===== src/rtl/tlbt_pkg.sv =====
// Shared types and constants for the TLB page table translator.
// No dependencies; every other file of the block but tlbt_ram imports this package.
`default_nettype none

package tlbt_pkg;

    // Fixed widths of the channel payloads.
    localparam int VA_W  = 16;
    localparam int PA_W  = 16;
    localparam int CNT_W = 32;

    // TLB tag and frame slots are at most byte-wide stores.
    localparam int TLB_FIELD_W = 8;

    // Default geometry.
    localparam int TLB_ENTRIES_DEF = 16;
    localparam int PAGE_BITS_DEF   = 8;
    localparam int OFFSET_BITS_DEF = 8;

    // Control sequence of the translator.
    typedef enum logic [1:0] {
        ST_CLEAR,
        ST_IDLE,
        ST_LOOK
    } t_state;

endpackage

`default_nettype wire


===== src/rtl/tlbt_if.sv =====
// Valid/ready channel interfaces for the translator's input and result.
// Depends on tlbt_pkg for the payload widths.
`default_nettype none

interface tlbt_va_if import tlbt_pkg::*; ();
    logic            valid;
    logic            ready;
    logic [VA_W-1:0] virtual_address;

    modport source (output valid, output virtual_address, input ready);
    modport sink   (input valid, input virtual_address, output ready);
endinterface

interface tlbt_res_if import tlbt_pkg::*; ();
    logic             valid;
    logic             ready;
    logic [PA_W-1:0]  physical_address;
    logic             tlb_hit;
    logic             pt_fault;
    logic [CNT_W-1:0] lookup_total;
    logic [CNT_W-1:0] miss_total;
    logic [CNT_W-1:0] fault_total;

    modport source (output valid, output physical_address, output tlb_hit,
                    output pt_fault, output lookup_total, output miss_total,
                    output fault_total, input ready);
    modport sink   (input valid, input physical_address, input tlb_hit,
                    input pt_fault, input lookup_total, input miss_total,
                    input fault_total, output ready);
endinterface

`default_nettype wire


===== src/rtl/tlbt_ram.sv =====
// Generic single-port synchronous RAM with a registered read.
// No dependencies.
`default_nettype none

module tlbt_ram #(
    parameter int WIDTH = 8,
    parameter int DEPTH = 256
) (
    input  wire logic                     i_clk,
    input  wire logic                     i_en,
    input  wire logic                     i_we,
    input  wire logic [$clog2(DEPTH)-1:0] i_addr,
    input  wire logic [WIDTH-1:0]         i_wdata,
    output      logic [WIDTH-1:0]         o_rdata
);

    logic [WIDTH-1:0] r_mem [DEPTH];
    logic [WIDTH-1:0] r_rdata;

    // Write, or read into the output register; the data holds otherwise.
    always_ff @(posedge i_clk) begin
        if (i_en && i_we) begin
            r_mem[i_addr] <= i_wdata;
        end else if (i_en) begin
            r_rdata <= r_mem[i_addr];
        end
    end

    assign o_rdata = r_rdata;

endmodule

`default_nettype wire


===== src/rtl/tlbt_cam.sv =====
// Fully associative TLB: tag and frame slots, valid bits, FIFO replacement.
// Depends on tlbt_pkg for the slot width.
`default_nettype none

module tlbt_cam import tlbt_pkg::*; #(
    parameter int TLB_ENTRIES = TLB_ENTRIES_DEF,
    parameter int PAGE_BITS   = PAGE_BITS_DEF
) (
    input  wire logic                 i_clk,
    input  wire logic                 i_rst_n,
    input  wire logic [PAGE_BITS-1:0] i_page,
    output      logic                 o_hit,
    output      logic [PAGE_BITS-1:0] o_frame,
    input  wire logic                 i_fill_en,
    input  wire logic [PAGE_BITS-1:0] i_fill_page,
    input  wire logic [PAGE_BITS-1:0] i_fill_frame
);

    // Slots hold at most a byte of the page and of the frame.
    localparam int TAG_W = (PAGE_BITS < TLB_FIELD_W) ? PAGE_BITS : TLB_FIELD_W;
    localparam int PTR_W = $clog2(TLB_ENTRIES);

    logic [TAG_W-1:0]       r_tag   [TLB_ENTRIES];
    logic [TAG_W-1:0]       r_frame [TLB_ENTRIES];
    logic [TLB_ENTRIES-1:0] r_valid;
    logic [PTR_W-1:0]       r_ptr;
    logic [PTR_W-1:0]       n_ptr;
    logic                   hi_zero;

    // A page wider than a slot can never match its truncated tag.
    assign hi_zero = ((i_page >> TAG_W) == '0);

    // Parallel compare; the lowest matching slot takes priority.
    always_comb begin
        o_hit   = 1'b0;
        o_frame = '0;
        for (int i = TLB_ENTRIES - 1; i >= 0; i--) begin
            if (r_valid[i] && hi_zero && (r_tag[i] == TAG_W'(i_page))) begin
                o_hit   = 1'b1;
                o_frame = PAGE_BITS'(r_frame[i]);
            end
        end
    end

    // The replacement pointer wraps after the last slot.
    always_comb begin
        if (r_ptr == PTR_W'(TLB_ENTRIES - 1)) begin
            n_ptr = '0;
        end else begin
            n_ptr = r_ptr + 1'b1;
        end
    end

    // Control state: valid bits and pointer.
    always_ff @(posedge i_clk) begin
        if (!i_rst_n) begin
            r_valid <= '0;
            r_ptr   <= '0;
        end else if (i_fill_en) begin
            r_valid[r_ptr] <= 1'b1;
            r_ptr          <= n_ptr;
        end
    end

    // Slot payload is written only on a fill.
    always_ff @(posedge i_clk) begin
        if (i_fill_en) begin
            r_tag[r_ptr]   <= TAG_W'(i_fill_page);
            r_frame[r_ptr] <= TAG_W'(i_fill_frame);
        end
    end

endmodule

`default_nettype wire


===== src/rtl/tlb_page_table_translator_unit.sv =====
// Top level of the TLB page table translator.
// Depends on tlbt_pkg, tlbt_if, tlbt_ram and tlbt_cam.
`default_nettype none

// Usage:
// i_va carries one virtual address per transfer; o_res returns exactly one
// result per address: the physical address, the TLB hit and page fault
// flags, and running 32-bit counts of lookups, misses and faults.
// Each address passes through ST_IDLE and ST_LOOK: when it is accepted the TLB tags are
// compared in parallel while the page table entry is read from its
// single-port RAM; in ST_LOOK the entry is resolved, a fault
// assigns the next free frame and writes the entry back, the TLB slot at
// the replacement pointer is filled on a miss, and the result is loaded
// into the output register. A new address is accepted only after that,
// so addresses are looked up one at a time and never overlap, as the RAM
// serves each read and then its write-back in turn.
// After reset the page table RAM is swept clear, one entry per cycle, over
// all 2^PAGE_BITS entries (256 by default); no address is accepted meanwhile.
// The output register holds a result until it is taken. A new address may
// be accepted while it waits; that address then stops in ST_LOOK,
// with no state changed, until the register is free.

module tlb_page_table_translator_unit import tlbt_pkg::*; #(
    parameter int TLB_ENTRIES = TLB_ENTRIES_DEF,
    parameter int PAGE_BITS   = PAGE_BITS_DEF,
    parameter int OFFSET_BITS = OFFSET_BITS_DEF
) (
    input  wire logic  i_clk,
    input  wire logic  i_rst_n,
    tlbt_va_if.sink    i_va,
    tlbt_res_if.source o_res
);

    localparam int PAGE_COUNT = 1 << PAGE_BITS;
    localparam int ENT_W      = PAGE_BITS + 1;
    localparam int X_W        = (PAGE_BITS + OFFSET_BITS > VA_W) ?
                                (PAGE_BITS + OFFSET_BITS) : VA_W;

    t_state r_state;
    t_state n_state;

    logic [PAGE_BITS-1:0] r_clr;
    logic [VA_W-1:0]      r_va;
    logic                 r_hit;
    logic [PAGE_BITS-1:0] r_tlb_frame;
    logic [PAGE_BITS:0]   r_next_free;
    logic [CNT_W-1:0]     r_lookups;
    logic [CNT_W-1:0]     r_misses;
    logic [CNT_W-1:0]     r_faults;

    logic                 r_out_valid;
    logic [PA_W-1:0]      r_out_pa;
    logic                 r_out_hit;
    logic                 r_out_fault;

    logic                 accept;
    logic                 commit;
    logic                 in_ready;
    logic [PAGE_BITS-1:0] in_page;
    logic [PAGE_BITS-1:0] cur_page;
    logic [OFFSET_BITS-1:0] cur_off;
    logic                 cam_hit;
    logic [PAGE_BITS-1:0] cam_frame;

    logic                 ram_en;
    logic                 ram_we;
    logic [PAGE_BITS-1:0] ram_addr;
    logic [ENT_W-1:0]     ram_wdata;
    logic [ENT_W-1:0]     ram_rdata;

    logic                 ent_valid;
    logic                 fault;
    logic [PAGE_BITS-1:0] frame;
    logic [X_W-1:0]       pa_x;

    // Split the incoming and the held address into page and offset.
    assign in_page  = PAGE_BITS'(X_W'(i_va.virtual_address) >> OFFSET_BITS);
    assign cur_page = PAGE_BITS'(X_W'(r_va) >> OFFSET_BITS);
    assign cur_off  = OFFSET_BITS'(X_W'(r_va));

    assign accept = i_va.valid && in_ready;
    assign commit = (r_state == ST_LOOK) && (!r_out_valid || o_res.ready);

    // TLB search runs on the incoming page; fills come at commit.
    tlbt_cam #(
        .TLB_ENTRIES (TLB_ENTRIES),
        .PAGE_BITS   (PAGE_BITS)
    ) u_cam (
        .i_clk        (i_clk),
        .i_rst_n      (i_rst_n),
        .i_page       (in_page),
        .o_hit        (cam_hit),
        .o_frame      (cam_frame),
        .i_fill_en    (commit && !r_hit),
        .i_fill_page  (cur_page),
        .i_fill_frame (frame)
    );

    // Page table entries: a valid bit above the frame number.
    tlbt_ram #(
        .WIDTH (ENT_W),
        .DEPTH (PAGE_COUNT)
    ) u_pt_ram (
        .i_clk   (i_clk),
        .i_en    (ram_en),
        .i_we    (ram_we),
        .i_addr  (ram_addr),
        .i_wdata (ram_wdata),
        .o_rdata (ram_rdata)
    );

    // Resolve the entry read in the accept cycle.
    assign ent_valid = ram_rdata[PAGE_BITS];
    assign fault     = !r_hit && !ent_valid;

    always_comb begin
        if (r_hit) begin
            frame = r_tlb_frame;
        end else if (ent_valid) begin
            frame = ram_rdata[PAGE_BITS-1:0];
        end else begin
            frame = r_next_free[PAGE_BITS-1:0];
        end
    end

    assign pa_x = (X_W'(frame) << OFFSET_BITS) | X_W'(cur_off);

    // Next state.
    always_comb begin
        n_state = r_state;
        case (r_state)
            ST_CLEAR: begin
                if (r_clr == PAGE_BITS'(PAGE_COUNT - 1)) begin
                    n_state = ST_IDLE;
                end
            end
            ST_IDLE: begin
                if (accept) begin
                    n_state = ST_LOOK;
                end
            end
            ST_LOOK: begin
                if (commit) begin
                    n_state = ST_IDLE;
                end
            end
            default: begin
                n_state = ST_CLEAR;
            end
        endcase
    end

    // State outputs: input handshake and page table RAM control.
    always_comb begin
        in_ready  = 1'b0;
        ram_en    = 1'b0;
        ram_we    = 1'b0;
        ram_addr  = cur_page;
        ram_wdata = '0;
        case (r_state)
            ST_CLEAR: begin
                ram_en   = 1'b1;
                ram_we   = 1'b1;
                ram_addr = r_clr;
            end
            ST_IDLE: begin
                in_ready = 1'b1;
                ram_en   = i_va.valid;
                ram_addr = in_page;
            end
            ST_LOOK: begin
                ram_en    = commit && fault;
                ram_we    = commit && fault;
                ram_wdata = {1'b1, r_next_free[PAGE_BITS-1:0]};
            end
            default: begin
                in_ready = 1'b0;
            end
        endcase
    end

    // Control state, counters and the output valid flag.
    always_ff @(posedge i_clk) begin
        if (!i_rst_n) begin
            r_state     <= ST_CLEAR;
            r_clr       <= '0;
            r_next_free <= '0;
            r_lookups   <= '0;
            r_misses    <= '0;
            r_faults    <= '0;
            r_out_valid <= 1'b0;
        end else begin
            r_state <= n_state;
            if (r_state == ST_CLEAR) begin
                r_clr <= r_clr + 1'b1;
            end
            if (commit) begin
                r_lookups <= r_lookups + 1'b1;
                if (!r_hit) begin
                    r_misses <= r_misses + 1'b1;
                end
                if (fault) begin
                    r_faults    <= r_faults + 1'b1;
                    r_next_free <= r_next_free + 1'b1;
                end
            end
            if (commit) begin
                r_out_valid <= 1'b1;
            end else if (o_res.ready) begin
                r_out_valid <= 1'b0;
            end
        end
    end

    // Payload registers: the held address, the TLB answer and the result.
    always_ff @(posedge i_clk) begin
        if (accept) begin
            r_va        <= i_va.virtual_address;
            r_hit       <= cam_hit;
            r_tlb_frame <= cam_frame;
        end
        if (commit) begin
            r_out_pa    <= PA_W'(pa_x);
            r_out_hit   <= r_hit;
            r_out_fault <= fault;
        end
    end

    assign i_va.ready             = in_ready;
    assign o_res.valid            = r_out_valid;
    assign o_res.physical_address = r_out_pa;
    assign o_res.tlb_hit          = r_out_hit;
    assign o_res.pt_fault         = r_out_fault;
    assign o_res.lookup_total     = r_lookups;
    assign o_res.miss_total       = r_misses;
    assign o_res.fault_total      = r_faults;

endmodule

`default_nettype wire


===== src/flat_wrapper.sv =====
// flat-port wrapper written by rule: the top's interface ports become plain ports
module tlb_page_table_translator_unit_flat import tlbt_pkg::*;
#(
    parameter int TLB_ENTRIES = TLB_ENTRIES_DEF,
    parameter int PAGE_BITS   = PAGE_BITS_DEF,
    parameter int OFFSET_BITS = OFFSET_BITS_DEF
)
  (i_clk, i_rst_n, i_va_valid, i_va_virtual_address, i_va_ready, o_res_valid, o_res_physical_address, o_res_tlb_hit, o_res_pt_fault, o_res_lookup_total, o_res_miss_total, o_res_fault_total, o_res_ready);
  tlbt_va_if i_va_i ();
  tlbt_res_if o_res_i ();
  input  wire logic i_clk;
  input  wire logic i_rst_n;
  input wire logic [$bits(i_va_i.valid)-1:0] i_va_valid;
  input wire logic [$bits(i_va_i.virtual_address)-1:0] i_va_virtual_address;
  output wire logic [$bits(i_va_i.ready)-1:0] i_va_ready;
  output wire logic [$bits(o_res_i.valid)-1:0] o_res_valid;
  output wire logic [$bits(o_res_i.physical_address)-1:0] o_res_physical_address;
  output wire logic [$bits(o_res_i.tlb_hit)-1:0] o_res_tlb_hit;
  output wire logic [$bits(o_res_i.pt_fault)-1:0] o_res_pt_fault;
  output wire logic [$bits(o_res_i.lookup_total)-1:0] o_res_lookup_total;
  output wire logic [$bits(o_res_i.miss_total)-1:0] o_res_miss_total;
  output wire logic [$bits(o_res_i.fault_total)-1:0] o_res_fault_total;
  input wire logic [$bits(o_res_i.ready)-1:0] o_res_ready;
  assign i_va_i.valid = i_va_valid;
  assign i_va_i.virtual_address = i_va_virtual_address;
  assign i_va_ready = i_va_i.ready;
  assign o_res_valid = o_res_i.valid;
  assign o_res_physical_address = o_res_i.physical_address;
  assign o_res_tlb_hit = o_res_i.tlb_hit;
  assign o_res_pt_fault = o_res_i.pt_fault;
  assign o_res_lookup_total = o_res_i.lookup_total;
  assign o_res_miss_total = o_res_i.miss_total;
  assign o_res_fault_total = o_res_i.fault_total;
  assign o_res_i.ready = o_res_ready;
  tlb_page_table_translator_unit #(.TLB_ENTRIES(TLB_ENTRIES), .PAGE_BITS(PAGE_BITS), .OFFSET_BITS(OFFSET_BITS)) u_core (.i_clk(i_clk), .i_rst_n(i_rst_n), .i_va(i_va_i), .o_res(o_res_i));
endmodule

===== config.mk =====
export PLATFORM = sky130hd
export DESIGN_NAME = tlb_page_table_translator_unit_flat
export DESIGN_NICKNAME = d
export VERILOG_FILES = /design/src/rtl/tlbt_pkg.sv /design/src/rtl/tlbt_if.sv /design/src/rtl/tlbt_ram.sv /design/src/rtl/tlbt_cam.sv /design/src/rtl/tlb_page_table_translator_unit.sv /design/src/flat_wrapper.sv
export SDC_FILE = /design/constraint.sdc
export NUM_CORES = 2
export LEC_CHECK = 0
export BUFFER_PORTS_ARGS = -buffer_cell sky130_fd_sc_hd__buf_2
export CAP_MARGIN = 30
export CORE_MARGIN = 2
export CORE_UTILIZATION = 40
export DETAILED_ROUTE_END_ITERATION = 6
export GPL_ROUTABILITY_DRIVEN = 0
export PLACE_DENSITY = 0.65
export SETUP_SLACK_MARGIN = 0.1
export SYNTH_ARGS = -nofsm -noshare
export SYNTH_HDL_FRONTEND = slang
export SYNTH_HIERARCHICAL = 1
export SYNTH_SLANG_ARGS = --single-unit
export TNS_END_PERCENT = 10

===== constraint.sdc =====
create_clock -name i_clk -period 9.8 [get_ports i_clk]
set_clock_uncertainty 0.2 [all_clocks]
set_input_delay 0.49 -clock i_clk [delete_from_list [all_inputs] [get_ports i_clk]]
set_output_delay 0.49 -clock i_clk [all_outputs]
set_load 0.01 [all_outputs]

==> metrics.csv <==
stage,metric,value,unit
status,status,"complete, but fails checks",
status,failing checks,design-rule violations,
die,Die Area,270000,sq um
route,Via density,5.82,
grt,initial antenna violation count,8,
grt,first-pass GRT wire length,383,mm
synth,Syn Inst Count,5383,
grt,grt total ovfl,0,
timing,# setup viols final,0,
timing,fin worst setup slack,3680,ps
synth,#FFs+latches synth,2747,
pwr,pwr dens,198,nW/um^2
clock_network,CTS tree,done,
worst_setup_path,Buf/Inv on CP,4,
route,DR top layer,met5,
timing,final hold violation count,0,
cells_and_area,Layout Area Growth over Synthesis,13.7,%
route,metal2 WL,125,mm
worst_hold_path,worst hold path class,primary input to flop,
die,# IOs,136,
die,Core Area,265000,sq um
grt,number of global-route vias before repair,54263,
route,wire per inst,28.0,um
die,Std-Cell Rows,189,
timing,Worst Tran Pin Value,1210,ps
route,via count,54820,
placement,port bufs,135,
synth,main flop type after synthesis,edfxtp_1,
synth,register area share after synthesis,76.3,%
cells_and_area,share of layout cells above drive strength 1,23.0,%
cells_and_area,Final #Nets,5712,
die,die height,520,um
worst_setup_path,CP cell instances,mux2i_1 -> o21ai_4 -> buf_4 -> buf_4 -> buf_4 -> mux4_2 -> a22oi_1 -> a21oi_1 -> o41ai_1 -> buf_2 -> nand4_1,
synth,Netlist cell types,81,
clock_network,"CTS clk-pin slew, worst paths",60,ps
timing,Slew Limit Fails,0,
worst_setup_path,Startpoint Class,flop,
worst_setup_path,Setup CP Type,flop to flop,
clock_network,CTS Root Cell,clkbuf_16,
timing,Final period util,62.4,%
clock_network,H-tree lvl count,5,
route,DR pass1 iterations,7,
die,initial core utilization,40.2,%
timing,min Tclk post-route,6120,ps
placement,DP HPWL,156,mm
route,first-iteration detailed-routing DRC count,6916,
pwr,leakage,38.9,nW
worst_setup_path,slowest cell delay on critical path,830,ps
grt,largest net degree at the start of global routing,176,
placement,Setup WS pre-CTS,3390,ps
route,number of remaining DRC errors,4,
synth,number of synthesized flops with an enable pin,2612,
synth,"Async S/R FF share, synth",0,%
clock_network,CTS sink count,2747,
synth,"Net Count, Synth",5412,
cells_and_area,most frequent cells in the layout,"edfxtp_1 (2612), mux4_2 (576), nor2_1 (370)",
worst_setup_path,Crit. End Element,flop,
clock_network,Worst-Skew Late Latency,920,ps
worst_setup_path,"CP delay by family, top",buffers and inverters,
grt,All-Layer GR Usage,19.1,%
timing,unrepaired setup endpoints after global routing,false,
synth,Yosys Warn Count,6,
route,total routed wirelength,264,mm
cells_and_area,"most common cell after layout, fill and taps aside",edfxtp_1,
synth,Mapped Avg Cell Area,19.8,sq um
timing,Slew Limit Headroom,19.1,%
worst_setup_path,Worst Path Required,10270,ps
timing,setup TNS,0,ps
route,Detail Route Antenna Nets,0,
worst_setup_path,"Slowest-stage cell, CP",o21ai_4,
timing,Max Freq,163,MHz
clock_network,Max Buffers Root-to-Sink,4,
clock_network,post_cts resized,0,
pwr,Peak VDD IR,0.000167,V
worst_setup_path,crit-path max FO,63,
route,metal1 wirelength,106,mm
job,MaxCap Viol Count,0,
worst_setup_path,crit-path most repeated cell,buf_4,
route,metal3 WL,25.2,mm
synth,Syn Std Cell Area,106000,sq um
clock_network,CTS Buf Count,287,
worst_setup_path,Worst EP arrival,6590,ps
die,die width,520,um
-- report_power, final --
group	switching (mW)	internal, mW	leakage [nW]
clock network	4.36	6.14	4.36
logic	0.477	0.339	7.94
registers	0.00429	12.7	26.6
-- per-stage QoR --
stage	std cells	power (mW)	hold WS, ps	utilization [%]	area [sq um]
2_1_floorplan	5383	13.5	200	-	106000
3_3_place_gp	8853	13.7	202	42.0	111000
3_5_place_dp	8899	13.7	213	42.2	112000
4_1_cts	9412	24.2	57.0	45.6	121000
5_1_grt	9423	24.6	69.3	45.7	121000
6_report	9424	24.0	121	45.7	121000
-- sequential cells by signal, summed over array words and instances (netlist names) --
| signal | count |
|---|---|
| u_core/o_res.fault_total | 32 |
| u_core/o_res.lookup_total | 32 |
| u_core/o_res.miss_total | 32 |
| u_core/o_res.physical_address | 16 |
| u_core/o_res.pt_fault | 1 |
| u_core/o_res.tlb_hit | 1 |
| u_core/o_res.valid | 1 |
| u_core/r_clr | 8 |
| u_core/r_hit | 1 |
| u_core/r_next_free | 8 |
| u_core/r_state | 2 |
| u_core/r_tlb_frame | 8 |
| u_core/r_va | 16 |
| u_core/u_cam/r_frame | 128 |
| u_core/u_cam/r_ptr | 4 |
| u_core/u_cam/r_tag | 128 |
| u_core/u_cam/r_valid | 16 |
| u_core/u_pt_ram/o_rdata | 9 |
| u_core/u_pt_ram/r_mem | 2304 |
-- worst register-to-register path, cell delays in order (launching register included) --
cell and delay [ps]:
dfxtp_1 680, mux2i_1 220, o21ai_4 830, buf_4 610, buf_4 480, buf_4 830, mux4_2 490, a22oi_1 430
a21oi_1 240, o41ai_1 500, buf_2 280, nand4_1 90
-- per-layer routing --
layer  vias to the layer above  global-route usage (%)
li1                      22680                       -
met1                     28904                    27.0
met2                      2787                    30.1
met3                       445                    4.04
met4                         4                    5.42
met5                         -                       0
-- logic make-up after synthesis --
group | Yosys count | share of synthesized area [%]
compound gates | 643 | 4.06
xor+xnor | 211 | 1.74
fa+ha+maj | 9 | 0.106
buf+inv | 329 | 1.50
flops | 2747 | 76.3
mux | 598 | 12.4
simple gates | 846 | 3.94
-- final timing paths --
| path | startpoint | end | slack [ps] | cells past startpoint |
|---|---|---|---|---|
| worst min register to register | u_core/r_va[4] | u_core/o_res.physical_address[4] | 210 | 0 |
| worst max-delay path | u_core/r_state[0] | u_core/u_pt_ram/o_rdata[3] | 3680 | 11 |
| worst max register to register | u_core/r_state[0] | u_core/u_pt_ram/o_rdata[3] | 3680 | 11 |
| worst min-delay path | i_va_virtual_address[1] | u_core/r_va[1] | 120 | 2 |
-- layout make-up --
class | count | area [sq um]
antenna | 3 | 7.51
clock buffer | 360 | 7710
clock inverter | 134 | 1240
fill | 21951 | 144000
inverter | 16 | 68.8
multi-input combinational | 2307 | 23900
sequential | 2747 | 81100
tap | 3533 | 4420
timing repair buffer | 324 | 2460
-- Yosys cell counts, types with 23 or more instances --
cell type  instances  area share, %
a21oi_1          194           0.91
a22oi_1          290            2.0
and2_1            32           0.19
and3_1            26           0.15
buf_1             28          0.099
buf_2             66           0.31
buf_6             23           0.24
clkbuf_1         181           0.64
dfxtp_1          135            2.5
edfxtp_1        2612             74
mux4_2           576             12
nand2_1          128           0.45
nand3_1           68           0.32
nand4_1           73           0.43
nor2_1           373            1.3
o21ai_0           45           0.21
o41ai_1           36           0.30
or3_1             28           0.16
xnor2_1          152            1.3
xor2_1            59           0.49
-- timing repair --
action / CTS / global route
endpoints found under the setup margin: 0 / 0
setup buffers: 0 / 0
endpoints found under the hold margin: 24 / 0
hold buffers: 19 / 0
(Power assumes the default switching activity.)
